**src/rtl/core/link_frame_check_fault_monitor_core_assert.svh**
```systemverilog
// ----------------------------------------------------------------------------
// Link frame check fault monitor: assertion macros
// Clocked assertion wrappers shared by the RTL of this block.
// ----------------------------------------------------------------------------
`ifndef LINK_FRAME_CHECK_FAULT_MONITOR_CORE_ASSERT_SVH
`define LINK_FRAME_CHECK_FAULT_MONITOR_CORE_ASSERT_SVH

// Checked on every edge outside reset.
`define LFCFM_ASSERT(label, clk, rst, prop, msg) \
   label: assert property (@(posedge clk) disable iff (rst) prop) else $error(msg);

// Checked on every edge, reset included.
`define LFCFM_ASSERT_ALWAYS(label, clk, prop, msg) \
   label: assert property (@(posedge clk) prop) else $error(msg);

`endif

```
**src/rtl/core/lfcfm_pkg.sv**
```systemverilog
// ----------------------------------------------------------------------------
// lfcfm_pkg
// Types, register map and frame helpers for the link frame check monitor.
// ----------------------------------------------------------------------------
`timescale 1ns / 1ps

package lfcfm_pkg;

   localparam int FRAME_BYTES = 8;
   localparam int FRAME_W     = FRAME_BYTES * 8;

   // reset values of the control registers
   localparam logic [7:0]  HEADER_RST  = 8'd0;
   localparam logic [7:0]  LIMIT_RST   = 8'd5;
   localparam logic [31:0] TIMEOUT_RST = 32'd100;
   localparam logic [7:0]  GRACE_RST   = 8'd10;
   localparam logic [7:0]  SAFE_RST    = 8'd0;

   typedef enum logic [2:0] {
      REG_HEADER_VALUE  = 3'd0,
      REG_FAIL_LIMIT    = 3'd1,
      REG_TIMEOUT_TICKS = 3'd2,
      REG_GRACE_CYCLES  = 3'd3,
      REG_SAFE_TARGET   = 3'd4,
      REG_SAFE_MODE     = 3'd5,
      REG_SAFE_ALARM    = 3'd6
   } reg_index_type;

   typedef enum logic [1:0] {
      ST_NONE    = 2'd0,
      ST_GOOD    = 2'd1,
      ST_BAD     = 2'd2,
      ST_TIMEOUT = 2'd3
   } status_type;

   typedef struct packed {
      logic               link_busy;
      logic [31:0]        now_tick;
      logic [FRAME_W-1:0] received_frame;
      logic [FRAME_W-1:0] outgoing_payload;
   } req_payload_type;

   typedef struct packed {
      logic               dispatched;
      logic [FRAME_W-1:0] sealed_frame;
      logic               force_reset;
      logic [FRAME_W-1:0] committed_frame;
      logic               comm_fault;
      status_type         check_status;
   } rsp_payload_type;

   // XOR of every byte except the checksum byte
   function automatic logic [7:0] frame_xor(input logic [FRAME_W-1:0] f);
      logic [7:0] x;
      x = 8'd0;
      for (int i = 0; i < FRAME_BYTES - 1; i++) begin
         x = x ^ f[i*8 +: 8];
      end
      return x;
   endfunction

endpackage

```
**src/rtl/core/link_frame_check_fault_monitor_core.sv**
```systemverilog
// ----------------------------------------------------------------------------
// link_frame_check_fault_monitor_core
// Per-tick link watchdog: timeout, received frame check, fault tracking and
// sealing of the outgoing frame with header and XOR checksum.
// ----------------------------------------------------------------------------
// Result: a transaction accepted at one edge has its result valid after that
// edge, held in the result register until taken.
// Throughput: one transaction per cycle; req_ready stays high while the
// result register is empty or is being emptied in the same cycle.
// Reset (synchronous, active high): control registers to defaults, link
// state cleared, grace countdown loaded with its reset value, no result held.
`timescale 1ns / 1ps

`include "link_frame_check_fault_monitor_core_assert.svh"

module link_frame_check_fault_monitor_core
   import lfcfm_pkg::*;
(
   input  logic            clock,
   input  logic            reset,
   // request channel
   input  logic            req_valid,
   output logic            req_ready,
   input  req_payload_type req_data,
   // response channel
   output logic            rsp_valid,
   input  logic            rsp_ready,
   output rsp_payload_type rsp_data,
   // APB control port
   input  logic            psel,
   input  logic            penable,
   input  logic            pwrite,
   input  logic [4:0]      paddr,
   input  logic [31:0]     pwdata,
   output logic [31:0]     prdata,
   output logic            pready
);

   // ---------------------------------------------------------------------
   // Control registers
   // ---------------------------------------------------------------------
   logic [7:0]  header_ff, limit_ff, grace_cyc_ff;
   logic [7:0]  safe_target_ff, safe_mode_ff, safe_alarm_ff;
   logic [31:0] timeout_ff;

   logic          csr_write;
   reg_index_type csr_index;

   assign pready    = 1'b1;
   assign csr_write = psel && penable && pwrite;
   assign csr_index = reg_index_type'(paddr[4:2]);

   always_ff @(posedge clock) begin
      if (reset) begin
         header_ff      <= HEADER_RST;
         limit_ff       <= LIMIT_RST;
         timeout_ff     <= TIMEOUT_RST;
         grace_cyc_ff   <= GRACE_RST;
         safe_target_ff <= SAFE_RST;
         safe_mode_ff   <= SAFE_RST;
         safe_alarm_ff  <= SAFE_RST;
      end else if (csr_write) begin
         case (csr_index)
            REG_HEADER_VALUE:  header_ff      <= pwdata[7:0];
            REG_FAIL_LIMIT:    limit_ff       <= pwdata[7:0];
            REG_TIMEOUT_TICKS: timeout_ff     <= pwdata;
            REG_GRACE_CYCLES:  grace_cyc_ff   <= pwdata[7:0];
            REG_SAFE_TARGET:   safe_target_ff <= pwdata[7:0];
            REG_SAFE_MODE:     safe_mode_ff   <= pwdata[7:0];
            REG_SAFE_ALARM:    safe_alarm_ff  <= pwdata[7:0];
            default: ;
         endcase
      end
   end

   always_comb begin
      case (csr_index)
         REG_HEADER_VALUE:  prdata = {24'd0, header_ff};
         REG_FAIL_LIMIT:    prdata = {24'd0, limit_ff};
         REG_TIMEOUT_TICKS: prdata = timeout_ff;
         REG_GRACE_CYCLES:  prdata = {24'd0, grace_cyc_ff};
         REG_SAFE_TARGET:   prdata = {24'd0, safe_target_ff};
         REG_SAFE_MODE:     prdata = {24'd0, safe_mode_ff};
         REG_SAFE_ALARM:    prdata = {24'd0, safe_alarm_ff};
         default:           prdata = 32'd0;
      endcase
   end

   // ---------------------------------------------------------------------
   // Link state
   // ---------------------------------------------------------------------
   logic               pending_ff, pending_in;
   logic [31:0]        start_ff, start_in;
   logic [7:0]         fail_ff, fail_in;
   logic [7:0]         grace_ff, grace_in;
   logic               fault_ff, fault_in;
   logic [FRAME_W-1:0] held_ff, held_in;

   logic            rsp_valid_ff, rsp_valid_in;
   rsp_payload_type rsp_data_ff, rsp_data_in;

   logic req_fire;

   // result register frees up in the same cycle it is taken
   assign req_ready = !rsp_valid_ff || rsp_ready;
   assign req_fire  = req_valid && req_ready;
   assign rsp_valid = rsp_valid_ff;
   assign rsp_data  = rsp_data_ff;

   // ---------------------------------------------------------------------
   // Tick evaluation
   // ---------------------------------------------------------------------
   logic [31:0]        elapsed;
   logic               timed_out, busy_eff, do_check, frame_good;
   logic               fail_event, limit_hit, dispatch;
   logic [7:0]         fail_inc;
   logic [FRAME_W-1:0] sealed_base, sealed;
   status_type         status;

   always_comb begin
      elapsed   = req_data.now_tick - start_ff;
      timed_out = pending_ff && req_data.link_busy && (elapsed >= timeout_ff);
      // a timed out transfer leaves the link taken as idle
      busy_eff  = req_data.link_busy && !timed_out;
      do_check  = pending_ff && !req_data.link_busy;

      frame_good = (req_data.received_frame[7:0] == header_ff) &&
                   (req_data.received_frame[FRAME_W-1 -: 8] ==
                    frame_xor(req_data.received_frame));

      // at most one failure per tick: timeout and check are exclusive
      fail_event = (timed_out || (do_check && !frame_good)) && (grace_ff == 8'd0);
      fail_inc   = (fail_ff == 8'hFF) ? fail_ff : fail_ff + 8'd1;
      limit_hit  = fail_inc >= limit_ff;

      fail_in  = fail_ff;
      fault_in = fault_ff;
      held_in  = held_ff;
      status   = ST_NONE;

      if (timed_out) begin
         status = ST_TIMEOUT;
      end else if (do_check) begin
         status = frame_good ? ST_GOOD : ST_BAD;
      end

      if (do_check && frame_good) begin
         held_in  = req_data.received_frame;
         fail_in  = 8'd0;
         fault_in = 1'b0;
      end else if (fail_event) begin
         fail_in = fail_inc;
         if (limit_hit) begin
            fault_in = 1'b1;
            // safe defaults only on a bad frame, not on a timeout
            if (do_check) begin
               held_in = {held_ff[63:48], safe_alarm_ff, held_ff[39:32],
                          safe_mode_ff, safe_target_ff, held_ff[15:0]};
            end
         end
      end

      grace_in = (grace_ff != 8'd0) ? grace_ff - 8'd1 : grace_ff;

      // idle link, or a timeout: seal and send the next frame
      dispatch    = !busy_eff;
      pending_in  = dispatch || (pending_ff && busy_eff);
      start_in    = dispatch ? req_data.now_tick : start_ff;
      sealed_base = {req_data.outgoing_payload[FRAME_W-1:8], header_ff};
      sealed      = dispatch ?
                    {frame_xor(sealed_base), sealed_base[FRAME_W-9:0]} :
                    {FRAME_W{1'b0}};

      rsp_data_in.dispatched      = dispatch;
      rsp_data_in.sealed_frame    = sealed;
      rsp_data_in.force_reset     = timed_out;
      rsp_data_in.committed_frame = held_in;
      rsp_data_in.comm_fault      = fault_in;
      rsp_data_in.check_status    = status;

      rsp_valid_in = req_fire || (rsp_valid_ff && !rsp_ready);
   end

   always_ff @(posedge clock) begin
      if (reset) begin
         pending_ff   <= 1'b0;
         start_ff     <= 32'd0;
         fail_ff      <= 8'd0;
         grace_ff     <= GRACE_RST;
         fault_ff     <= 1'b0;
         held_ff      <= {FRAME_W{1'b0}};
         rsp_valid_ff <= 1'b0;
      end else begin
         rsp_valid_ff <= rsp_valid_in;
         if (req_fire) begin
            pending_ff <= pending_in;
            start_ff   <= start_in;
            fail_ff    <= fail_in;
            grace_ff   <= grace_in;
            fault_ff   <= fault_in;
            held_ff    <= held_in;
         end else if (csr_write && csr_index == REG_GRACE_CYCLES) begin
            // writing the grace length restarts the countdown unless a transaction is accepted
            grace_ff <= pwdata[7:0];
         end
      end
   end

   // payload only; qualified by rsp_valid_ff
   always_ff @(posedge clock) begin
      if (req_fire) begin
         rsp_data_ff <= rsp_data_in;
      end
   end

   // ---------------------------------------------------------------------
   // Assertions
   // ---------------------------------------------------------------------
   `LFCFM_ASSERT(a_good_clears_fault, clock, reset,
      rsp_valid_ff && rsp_data_ff.check_status == ST_GOOD |-> !rsp_data_ff.comm_fault,
      "good frame result still reports a fault")
   `LFCFM_ASSERT(a_sealed_zero_idle, clock, reset,
      rsp_valid_ff && !rsp_data_ff.dispatched |-> rsp_data_ff.sealed_frame == 64'd0,
      "sealed frame nonzero without dispatch")
   `LFCFM_ASSERT(a_reset_means_timeout, clock, reset,
      rsp_valid_ff |-> rsp_data_ff.force_reset == (rsp_data_ff.check_status == ST_TIMEOUT),
      "force_reset and timeout status disagree")
   `LFCFM_ASSERT(a_dispatch_sets_pending, clock, reset,
      req_fire && dispatch |=> pending_ff,
      "dispatched frame left no pending transfer")
   `LFCFM_ASSERT_ALWAYS(a_reset_empties_rsp, clock,
      reset |=> !rsp_valid_ff,
      "result valid right after reset")

endmodule
```
**config.mk**
```make
export PLATFORM = sky130hd
export DESIGN_NAME = link_frame_check_fault_monitor_core
export DESIGN_NICKNAME = d
export VERILOG_FILES = /design/src/rtl/core/lfcfm_pkg.sv /design/src/rtl/core/link_frame_check_fault_monitor_core.sv
export VERILOG_INCLUDE_DIRS = /design/src /design/src/rtl/core
export SDC_FILE = /design/constraint.sdc
export NUM_CORES = 1
export LEC_CHECK = 0
export ABC_AREA = 1
export BUFFER_PORTS_ARGS = -buffer_cell sky130_fd_sc_hd__buf_2
export CORE_MARGIN = 8
export CORE_UTILIZATION = 57
export CTS_BUF_LIST = sky130_fd_sc_hd__clkbuf_4
export DETAILED_ROUTE_END_ITERATION = 10
export PLACE_DENSITY = 0.83
export SETUP_SLACK_MARGIN = 0.4
export SLEW_MARGIN = 20
export SYNTH_ARGS = -nofsm -noshare
export SYNTH_HDL_FRONTEND = slang
export SYNTH_SLANG_ARGS = --single-unit
```
**constraint.sdc**
```tcl
create_clock -name clock -period 6.69 [get_ports clock]
set_input_delay 0 -clock clock [delete_from_list [all_inputs] [get_ports clock]]
set_output_delay 0 -clock clock [all_outputs]
set_load 0.02 [all_outputs]
```
---- Yosys cells after proc, flatten, opt, wreduce, memory -nomap -nowiden ----
Cells that the tools add are included.
cells by class
  add/subtract/negate cells ............... 3
  multiply operators ...................... 0
  div/mod/pow operators ................... 0
  $lt $le $gt $ge ......................... 2
  eq/ne operators ......................... 10
  shifts and indexed selects .............. 0
  muxes and demuxes ....................... 16
  bitwise operators ....................... 13
  reductions and logical operators ........ 39
operator list
  cell                                                 count
  case mux 32 bit (7 select lines)                     1
  two-way mux 48 bit                                   3
  bitwise XOR 8 bit                                    12
  two-way mux 64 bit                                   1
  two-way mux 8 bit                                    6
  greater-or-equal comparator 32 bit                   1
  subtractor 32 bit                                    1
  AND reduction 2 bit                                  10
  equality test 8 bit                                  2
  logical AND 1 bit                                    14
  equality test 3 bit, second input constant           3
  adder 8 x 1 -> 8 bit, second input constant          1
  equality test 8 bit, second input constant           1
  greater-or-equal comparator 8 bit                    1
  logical NOT 8 bit                                    1
  nonzero test 8 bit                                   1
  subtractor 8 x 1 -> 8 bit, second input constant     1
  equality test 3 x 2 -> 1 bit, second input constant  2
  logical NOT 1 bit                                    6
  logical OR 1 bit                                     4
  two-way mux 2 bit                                    2
  nonzero test 2 bit                                   2
  equality test 3 x 1 -> 1 bit, second input constant  1
  logical NOT 3 bit                                    1
  3 further kinds                                      5
storage, ports and cells
  register bits ........................... 328
  bits in latches ......................... 0
  RAM bits ................................ 0
  memory bits (read-only) ................. 0
  input bits .............................. 205
  output and inout port bits .............. 168
  memories kept ........................... 0

---- Logic depth before layout (Yosys ltp) ----
Gate-level depths: netlist of run 1.
  depth after elaboration ................. 14
  depth in mapped cells ................... 33
  gate-level depth less buffers ........... 32

---- Least setup slack after synthesis of run 1 ----
OpenSTA, ideal clock, no wires.
  path type ............................... reg2reg
  from .................................... register rsp_valid_ff, in the netlist rsp_valid
  to ...................................... register rsp_data_ff, in the netlist rsp_data[0], enable pin
  library setup time ...................... 548 ps
  data arrival time ....................... 4,895 ps
  data required time ...................... 6,142 ps
  setup slack ............................. 1,246 ps
  cell stages (with the launch flop) ...... 6
  period minus slack after synthesis ...... 5,444 ps
  path through ............................ dfxtp_1 > nand2_1 > nand2_1 > inv_1 > clkbuf_1 > buf_1
between the ends
  word-level cells in the longest chain between the ends .. 3
ends and longest elaborated chain
  what                    RTL line                                    RTL
  from (decl)             link_frame_check_fault_monitor_core.sv:99   logic rsp_valid_ff, rsp_valid_in;
  from (signal assigned)  link_frame_check_fault_monitor_core.sv:194  rsp_valid_ff <= rsp_valid_in;
  logical NOT 1 bit       link_frame_check_fault_monitor_core.sv:105  assign req_ready = !rsp_valid_ff || rsp_ready;
  logical OR 1 bit        link_frame_check_fault_monitor_core.sv:105
  named net req_ready     link_frame_check_fault_monitor_core.sv:23   output logic req_ready,
  logical AND 1 bit       link_frame_check_fault_monitor_core.sv:106  assign req_fire = req_valid && req_ready;
  named net req_fire      link_frame_check_fault_monitor_core.sv:102  logic req_fire;
  to (signal assigned)    link_frame_check_fault_monitor_core.sv:212  rsp_data_ff <= rsp_data_in;
  to (decl)               link_frame_check_fault_monitor_core.sv:100  rsp_payload_type rsp_data_ff, rsp_data_in;
The timed path passes the listed nets, and every way through them passes these cells.
A chain may end at the register's enable or synchronous reset.

---- Final worst setup path of run 1 ----
  from .................................... input req_data[128] (netlist bit)
  to ...................................... register rsp_data_ff, in the netlist rsp_data[126], data pin
between the ends
  word-level cells in the longest chain between the ends .. 5
ends and longest elaborated chain
  what                                RTL line                                    RTL
  from (decl)                         link_frame_check_fault_monitor_core.sv:24   input req_payload_type req_data,
  subtractor 32 bit                   link_frame_check_fault_monitor_core.sv:121  elapsed = req_data.now_tick - start_ff;
  greater-or-equal comparator 32 bit  link_frame_check_fault_monitor_core.sv:122  timed_out = pending_ff && req_data.link_busy && (elapsed >= timeout_ff);
  logical AND 1 bit                   link_frame_check_fault_monitor_core.sv:122
  logical NOT 1 bit                   link_frame_check_fault_monitor_core.sv:124  busy_eff = req_data.link_busy && !timed_out;
  logical AND 1 bit                   link_frame_check_fault_monitor_core.sv:124
Every way passes these cells.

==> results of run 1 <==
## flip-flops by register name (all words and copies together) (netlist names), 32 cells and up
name / flops
held_ff: 64
rsp_data: 133
timeout_ff: 32
start_ff: 32
## power breakdown
group	leakage (nW)	internal (mW)	switching, mW
logic	7.26	0.428	0.711
clock network	0.672	0.904	0.911
registers	2.93	2.21	0.0559
## cell families after synthesis
kind of cell             share of synthesized area (%)
AND/OR/NAND/NOR                                  18.84
other                                          0.02106
flip-flops                                       44.35
multiplexers                                   0.05621
AO/OA/AOI/OAI                                    16.66
adder cells (fa/ha/maj)                          5.242
buffers and inverters                            10.15
XOR/XNOR                                         4.673
## layer usage
metal | vias to the layer above | GRT usage, % | part of all wire (%)
met5 | - | 0 | 0.020
li1 | 8752 | - | -
met4 | 2 | 19.39 | 5.8
met1 | 8589 | 38.53 | 37
met3 | 300 | 9.487 | 12
met2 | 1329 | 52.29 | 46
## what timing repair did
item,in CTS,in global routing
setup endpoints to repair,0,6
hold buffers,198,0
endpoints found under the hold margin,309,0
gates resized for setup,0,1
## worst min-delay path, delay by kind of cell
kind	cells	cell delay (ns)
AND/OR/NAND/NOR	2	0.47
buffers and inverters	1	0.10
AO/OA/AOI/OAI	1	0.18
## synthesized netlist by cell type, types with 2 or more instances
| library cell | number | area (um2) |
|---|---|---|
| nor2_1 | 234 | 878.3 |
| a22oi_1 | 2 | 15.01 |
| clkinv_1 | 2 | 7.510 |
| nand3_1 | 80 | 400.4 |
| buf_2 | 8 | 40.04 |
| a21oi_1 | 187 | 935.9 |
| inv_1 | 364 | 1366 |
| nand4_1 | 15 | 93.84 |
| a21boi_0 | 2 | 15.01 |
| a221oi_1 | 10 | 87.58 |
| xnor2_1 | 43 | 376.6 |
| a21boi_1 | 5 | 37.54 |
| o22ai_1 | 3 | 18.77 |
| o2111ai_1 | 4 | 35.03 |
| nor3_1 | 12 | 60.06 |
| buf_1 | 5 | 18.77 |
| a22o_1 | 4 | 35.03 |
| dfxtp_1 | 195 | 3904 |
| ha_1 | 73 | 913.4 |
| o221ai_1 | 2 | 17.52 |
| nor3_2 | 4 | 40.04 |
| nor4_1 | 6 | 37.54 |
| or2_1 | 6 | 37.54 |
| a21o_1 | 4 | 30.03 |
| nand2_1 | 435 | 1633 |
| o21ai_0 | 224 | 1121 |
| inv_2 | 5 | 18.77 |
| a21oi_2 | 9 | 78.83 |
| o211ai_1 | 13 | 97.59 |
| buf_4 | 5 | 37.54 |
| o21ai_2 | 5 | 43.79 |
| o21a_1 | 4 | 30.03 |
| o21ai_1 | 61 | 305.3 |
| nand3b_1 | 8 | 60.06 |
| a31oi_1 | 5 | 31.28 |
| clkbuf_1 | 70 | 262.8 |
| buf_6 | 5 | 56.30 |
| xor2_1 | 52 | 455.4 |
| or2_0 | 4 | 25.02 |
| edfxtp_1 | 133 | 3994 |
| or2_2 | 3 | 18.77 |
## cell type report
| class | count | share of cell area [%] |
|---|---|---|
| Multi-Input combinational cell | 1531 | 35.46 |
| Sequential cell | 328 | 34.49 |
| Timing Repair Buffer | 561 | 16.79 |
| Inverter | 371 | 6.126 |
| Clock buffer | 124 | 4.066 |
| Tap cell | 396 | 2.164 |
| Clock inverter | 35 | 0.8033 |
| Antenna cell | 9 | 0.09836 |
## metrics by stage
stage	area [um2]	total power, mW	worst slack, ns	utilization [%]
after global routing	22890	5.472	0.5463	74.65
after CTS	22870	5.162	0.9750	74.56
after floorplan	17810	2.979	1.246	-
after global placement	19740	3.253	1.267	64.38
final	22900	5.224	0.8456	74.66
after detailed placement	19770	3.297	1.104	64.47
## how the worst min path moves through the flow
stage / start / cells after the start / to
final: psel / 4 / header_ff[2]$_SDFFE_PP0P_
after global routing: psel / 4 / header_ff[2]$_SDFFE_PP0P_
after CTS: psel / 4 / header_ff[2]$_SDFFE_PP0P_
after detailed placement: pwdata[2] / 3 / timeout_ff[2]$_SDFFE_PP1P_
after global placement: req_data[128] / 3 / start_ff[0]$_SDFFE_PP0P_
after floorplan: pwdata[3] / 2 / grace_cyc_ff[3]$_SDFFE_PP1P_
==> summary.md, run 1 <==
| Metric | Value |
|---|---|
| Result of the run | `finished, final reports clean` |
| Commonest non-fill, non-tap cell in the layout | `nand2_1` |
| DRC Markers | `0` |
| Largest net degree at the start of global routing | `141` |
| Vias | `18972` |
| Tcrit/Tclk final | `87.36%` |
| Slew Limit Fails | `0` |
| R2R Path Start | `start_ff[0]$_SDFFE_PP0P_` |
| Post-Syn Area | `17810 um2` |
| Multi-input logic area | `8120 um2` |
| Async set-or-reset flop fraction in the synthesized netlist | `0%` |
| Filler cells | `2100` |
| GRT Total Usage | `32.66%` |
| Top delay family on crit path | `buffers and inverters` |
| Non-filler cells, final | `3355` |
| Maximum VDD drop | `0.1760 mV` |
| Yosys warns | `0` |
| Syn avg cell area | `7.666 um2` |
| Worst Hold Slack | `0.08737 ns` |
| Critical path data arrival time | `6.29 ns` |
| Synth Flop Type | `dfxtp_1` |
| CTS max path bufs | `3` |
| Global-route wire length before repair | `96740 um` |
| P_leak | `10.86 nW` |
| CP Class | `in2reg` |
| PD cells | `228.1 nW/um2` |
| Unrepaired setup endpoints after global routing | `no` |
| Origin of the worst setup path | `req_data[128]` |
| Max H-tree Level | `3` |
| CTS root buf | `clkbuf_4` |
| Die area | `37150 um2` |
| Clock sinks | `328` |
| CP Capture Type | `flop` |
| DR iter-0 viols | `2037` |
| Crit path top cell by count | `nand2_1` |
| Post-synth EDFFs | `133` |
| I/O Buffers | `353` |
| Setup slack, reg-to-reg | `1.09 ns` |
| Fin. Hold Viols | `0` |
| WP buf/inv | `7` |
| FMAX | `171.1 MHz` |
| Startpoint types | `primary input` |
| Critical path required time | `7.13 ns` |
| Max cap viols | `0` |
| Antenna Violating Nets Remaining | `0` |
| Total wire length | `63600 um` |
| Die width | `192.8 um` |
| Count of final setup violators | `0` |
| Most frequent cells in the layout | `433 x nand2_1, 362 x inv_1, 353 x buf_2` |
| Layout Skew | `0.08235 ns` |
| Clock Latency Late Sink | `0.76 ns` |
| Yosys reg bits | `328` |
| R2R cell count | `26` |
| Grt total ovfl | `0` |
| Clock Pin Slew Worst Setup and Hold Paths | `0.06 ns` |
| HP Class | `in2reg` |
| Hpwl dp | `40000 um` |
| Initial DRT Pass Iterations | `7` |
| Max-slew headroom | `32.91%` |
| Layout cells sized above 1 | `18.31%` |
| Yosys cell types | `53` |
| Crit path max fanout | `52` |
| Row Count | `64` |
| I/O pin cnt | `373` |
| Placed cells | `2989` |
| CTS tree | `yes` |
| Worst slew pin tran | `1.005 ns` |
| Initial Utilization | `58.06%` |
| Nets | `3160` |
| Vias in the first global route | `18616` |
| FF/Latch Area | `7898 um2` |
| Initial antenna violation count | `10` |
| Die Ht | `192.8 um` |
| Post-synthesis sequential area ratio | `44.35%` |
| Inserted Clock Buffers | `88` |
| Crit-path slowest cell | `inv_2` |
| TNS Setup | `0 ns` |
| Minimum clock period | `5.844 ns` |
| WL/cell | `18.96 um` |
| Post-Syn Instances | `2323` |
| FF-to-FF End | `rsp_data[126]$_SDFFCE_PP0P_` |
| Area Overhead vs Synth | `28.58%` |
| Vias per cell | `5.655` |
| GPL Wtd Cong | `0.9479` |
| Post-synth net total | `2602` |
| Max incr delay on CP | `0.68 ns` |
| Core outline area | `30670 um2` |
| CP Depth | `30` |
| CP Capture Point | `rsp_data[126]$_SDFFCE_PP0P_` |
| Post-CTS setup buffers | `0` |
No activity file was read; power rests on OpenSTA's default activity.
==> inputs of run 2 (changes only) <==
--- a/config.mk
+++ b/config.mk
@@ -9,10 +9,11 @@
 export ABC_AREA = 1
 export BUFFER_PORTS_ARGS = -buffer_cell sky130_fd_sc_hd__buf_2
 export CORE_MARGIN = 8
-export CORE_UTILIZATION = 57
+export CORE_UTILIZATION = 35
 export CTS_BUF_LIST = sky130_fd_sc_hd__clkbuf_4
+export CTS_CLUSTER_SIZE = 25
 export DETAILED_ROUTE_END_ITERATION = 10
-export PLACE_DENSITY = 0.83
+export PLACE_DENSITY = 0.64
 export SETUP_SLACK_MARGIN = 0.4
 export SLEW_MARGIN = 20
 export SYNTH_ARGS = -nofsm -noshare
==> summary.md, run 2 (same netlist as run 1, synthesis figures left out) <==
| Metric | Value |
|---|---|
| Die width | `241.6 um` |
| Maximum VDD drop | `0.1188 mV` |
| Clock Pin Slew Worst Setup and Hold Paths | `0.06 ns` |
| Placed cell area | `20100 um2` |
| Nets | `3210` |
| Initial Utilization | `35.49%` |
| PD cells | `220.6 nW/um2` |
| Clk network pwr share | `35.4%` |
| Global-route wire length before repair | `95540 um` |
| Layout cells sized above 1 | `18.13%` |
| Crit path top cell by count | `nand2_1` |
| Clock sinks | `328` |
| Core outline area | `50170 um2` |
| Fin area | `23800 um2` |
| Initial DRT Pass Iterations | `5` |
| HP Class | `in2reg` |
| R2R Path Start | `start_ff[0]$_SDFFE_PP0P_` |
| TNS Setup | `0 ns` |
| Worst Hold Slack | `0.07216 ns` |
| Psw | `1.602 mW` |
| Logic pwr share | `21.5%` |
| I/O Buffers | `353` |
| Vias | `18003` |
| Hold path cells | `4` |
| CTS root buf | `clkbuf_4` |
| Max cap viols | `0` |
| Antenna Violating Nets Remaining | `0` |
| Slew Limit Fails | `0` |
| WL/cell | `16.65 um` |
| CP Class | `in2reg` |
| Total wire length | `61290 um` |
| Non-filler cells, final | `3681` |
| Max incr delay on CP | `0.57 ns` |
| Unrepaired setup endpoints after global routing | `no` |
| Minimum clock period | `5.646 ns` |
| Vias in the first global route | `17581` |
| Commonest non-fill, non-tap cell in the layout | `nand2_1` |
| CTS max path bufs | `3` |
| Crit-path slowest cell | `dlygate4sd3_1` |
| Worst hold path startpoint | `pwdata[2]` |
| Critical path data arrival time | `6.31 ns` |
| CP Capture Type | `flop` |
| Tcrit/Tclk final | `84.40%` |
| CTS tree | `yes` |
| Clock Latency Late Sink | `0.81 ns` |
| Vias per cell | `4.891` |
| Row Count | `82` |
| Largest net degree at the start of global routing | `128` |
| Fin. Hold Viols | `0` |
| Max H-tree Level | `3` |
| Count of final setup violators | `0` |
| GRT Total Usage | `20.05%` |
| Setup slack, reg-to-reg | `1.27 ns` |
| Sw Share | `30.51%` |
| Max-slew headroom | `31.78%` |
| Placed cells | `3264` |
| Critical path required time | `7.35 ns` |
| I/O pin cnt | `373` |
| Inserted Clock Buffers | `87` |
| DR iter-0 viols | `1379` |
| Sequential share of power | `43.1%` |
| WHS Endpoint | `timeout_ff[2]$_SDFFE_PP1P_` |
| Internal | `3.648 mW` |
| R2R cell count | `31` |
| P_leak | `11.08 nW` |
| Most frequent cells in the layout | `433 x nand2_1, 362 x inv_1, 353 x buf_2` |
| Grt total ovfl | `0` |
| Area Overhead vs Synth | `33.64%` |
| Die Ht | `241.6 um` |
| Initial antenna violation count | `10` |
| FF-to-FF End | `fail_ff[6]$_SDFFE_PP0P_` |
| Die area | `58350 um2` |
| FMAX | `177.1 MHz` |
| DRC Markers | `0` |
| Crit path max fanout | `27` |
| Layout Skew | `0.06649 ns` |
| Result of the run | `finished, final reports clean` |
| Hpwl dp | `42110 um` |
| GPL Wtd Cong | `0.9014` |
| Post-CTS setup buffers | `0` |
| Startpoint types | `primary input` |
| Worst slew pin tran | `1.023 ns` |
| Power consumption | `5.249 mW` |
| Max reg flops | `133` |
==> run 2: cell count changes in the layout (fill, tap and decap cells not counted), moves of 2 or more <==
cell	change
clkbuf_4	+9
clkinvlp_4	+2
clkinv_2	-4
clkinv_1	-6
dlygate4sd3_1	+52
==> run 2: per-stage QoR <==
| stage | setup slack, ns | utilization [%] |
|---|---|---|
| finish | 1.044 | 47.43 |
| global route | 0.5600 | 47.42 |
| floorplan | 1.246 | - |
| detailed placement | 1.181 | 40.06 |
| global placement | 1.258 | 40.06 |
| CTS | 1.049 | 47.37 |
==> run 2: worst max-delay path by stage <==
| stage | slack [ns] | end | start |
|---|---|---|---|
| floorplan | 1.25 | rsp_data[0]$_SDFFCE_PP1P_ | rsp_valid$_SDFF_PP0_ |
| global placement | 1.26 | start_ff[0]$_SDFFE_PP0P_ | start_ff[0]$_SDFFE_PP0P_ |
| detailed placement | 1.18 | start_ff[28]$_SDFFE_PP0P_ | start_ff[0]$_SDFFE_PP0P_ |
| CTS | 1.05 | start_ff[28]$_SDFFE_PP0P_ | req_data[128] |
| global route | 0.56 | fail_ff[4]$_SDFFE_PP0P_ | req_data[128] |
| finish | 1.04 | fail_ff[6]$_SDFFE_PP0P_ | req_data[128] |
==> run 2: repair_timing <==
| item | in CTS | in global routing |
|---|---|---|
| hold buffers | 250 | 0 |
| endpoints found under the hold margin | 316 | 0 |
| endpoints found under the setup margin | 0 | 6 |
| gates resized for setup | 0 | 1 |
==> run 2: cell type report <==
class	count	area (um2)
sequential	328	7898
multi-input combinational	1531	8128
antenna	9	22.52
inverter	371	1401
fill	4664	26370
tap	672	840.8
clock buffer	133	998.5
clock inverter	25	168.9
timing repair buffer	612	4340
==> run 2: routing by layer <==
layer	GRT usage (%)	up-vias	wire, um
met5	0	-	22
met4	7.691	4	1752
met3	5.875	128	5356
met2	32.61	713	27970
met1	24.87	8308	26190
li1	-	8850	-
==> run 2: critical path, delay by kind of cell <==
family / cells / cell delay [ns]
and+or+nand+nor: 21 / 2.70
buffers and inverters: 5 / 1.40
adders and majority gates: 3 / 0.81
AOI/OAI and AO/OA: 6 / 1.38
==> run 2: power groups by stage <==
| stage | sequential (mW) | combinational [mW] | clock [mW] |
|---|---|---|---|
| finish | 2.26 | 1.13 | 1.86 |
| global route | 2.27 | 1.26 | 2.03 |
| floorplan | 2.38 | 0.600 | 0 |
| CTS | 2.26 | 1.12 | 1.91 |
| detailed placement | 2.30 | 0.996 | 0 |
| global placement | 2.30 | 0.970 | 0 |
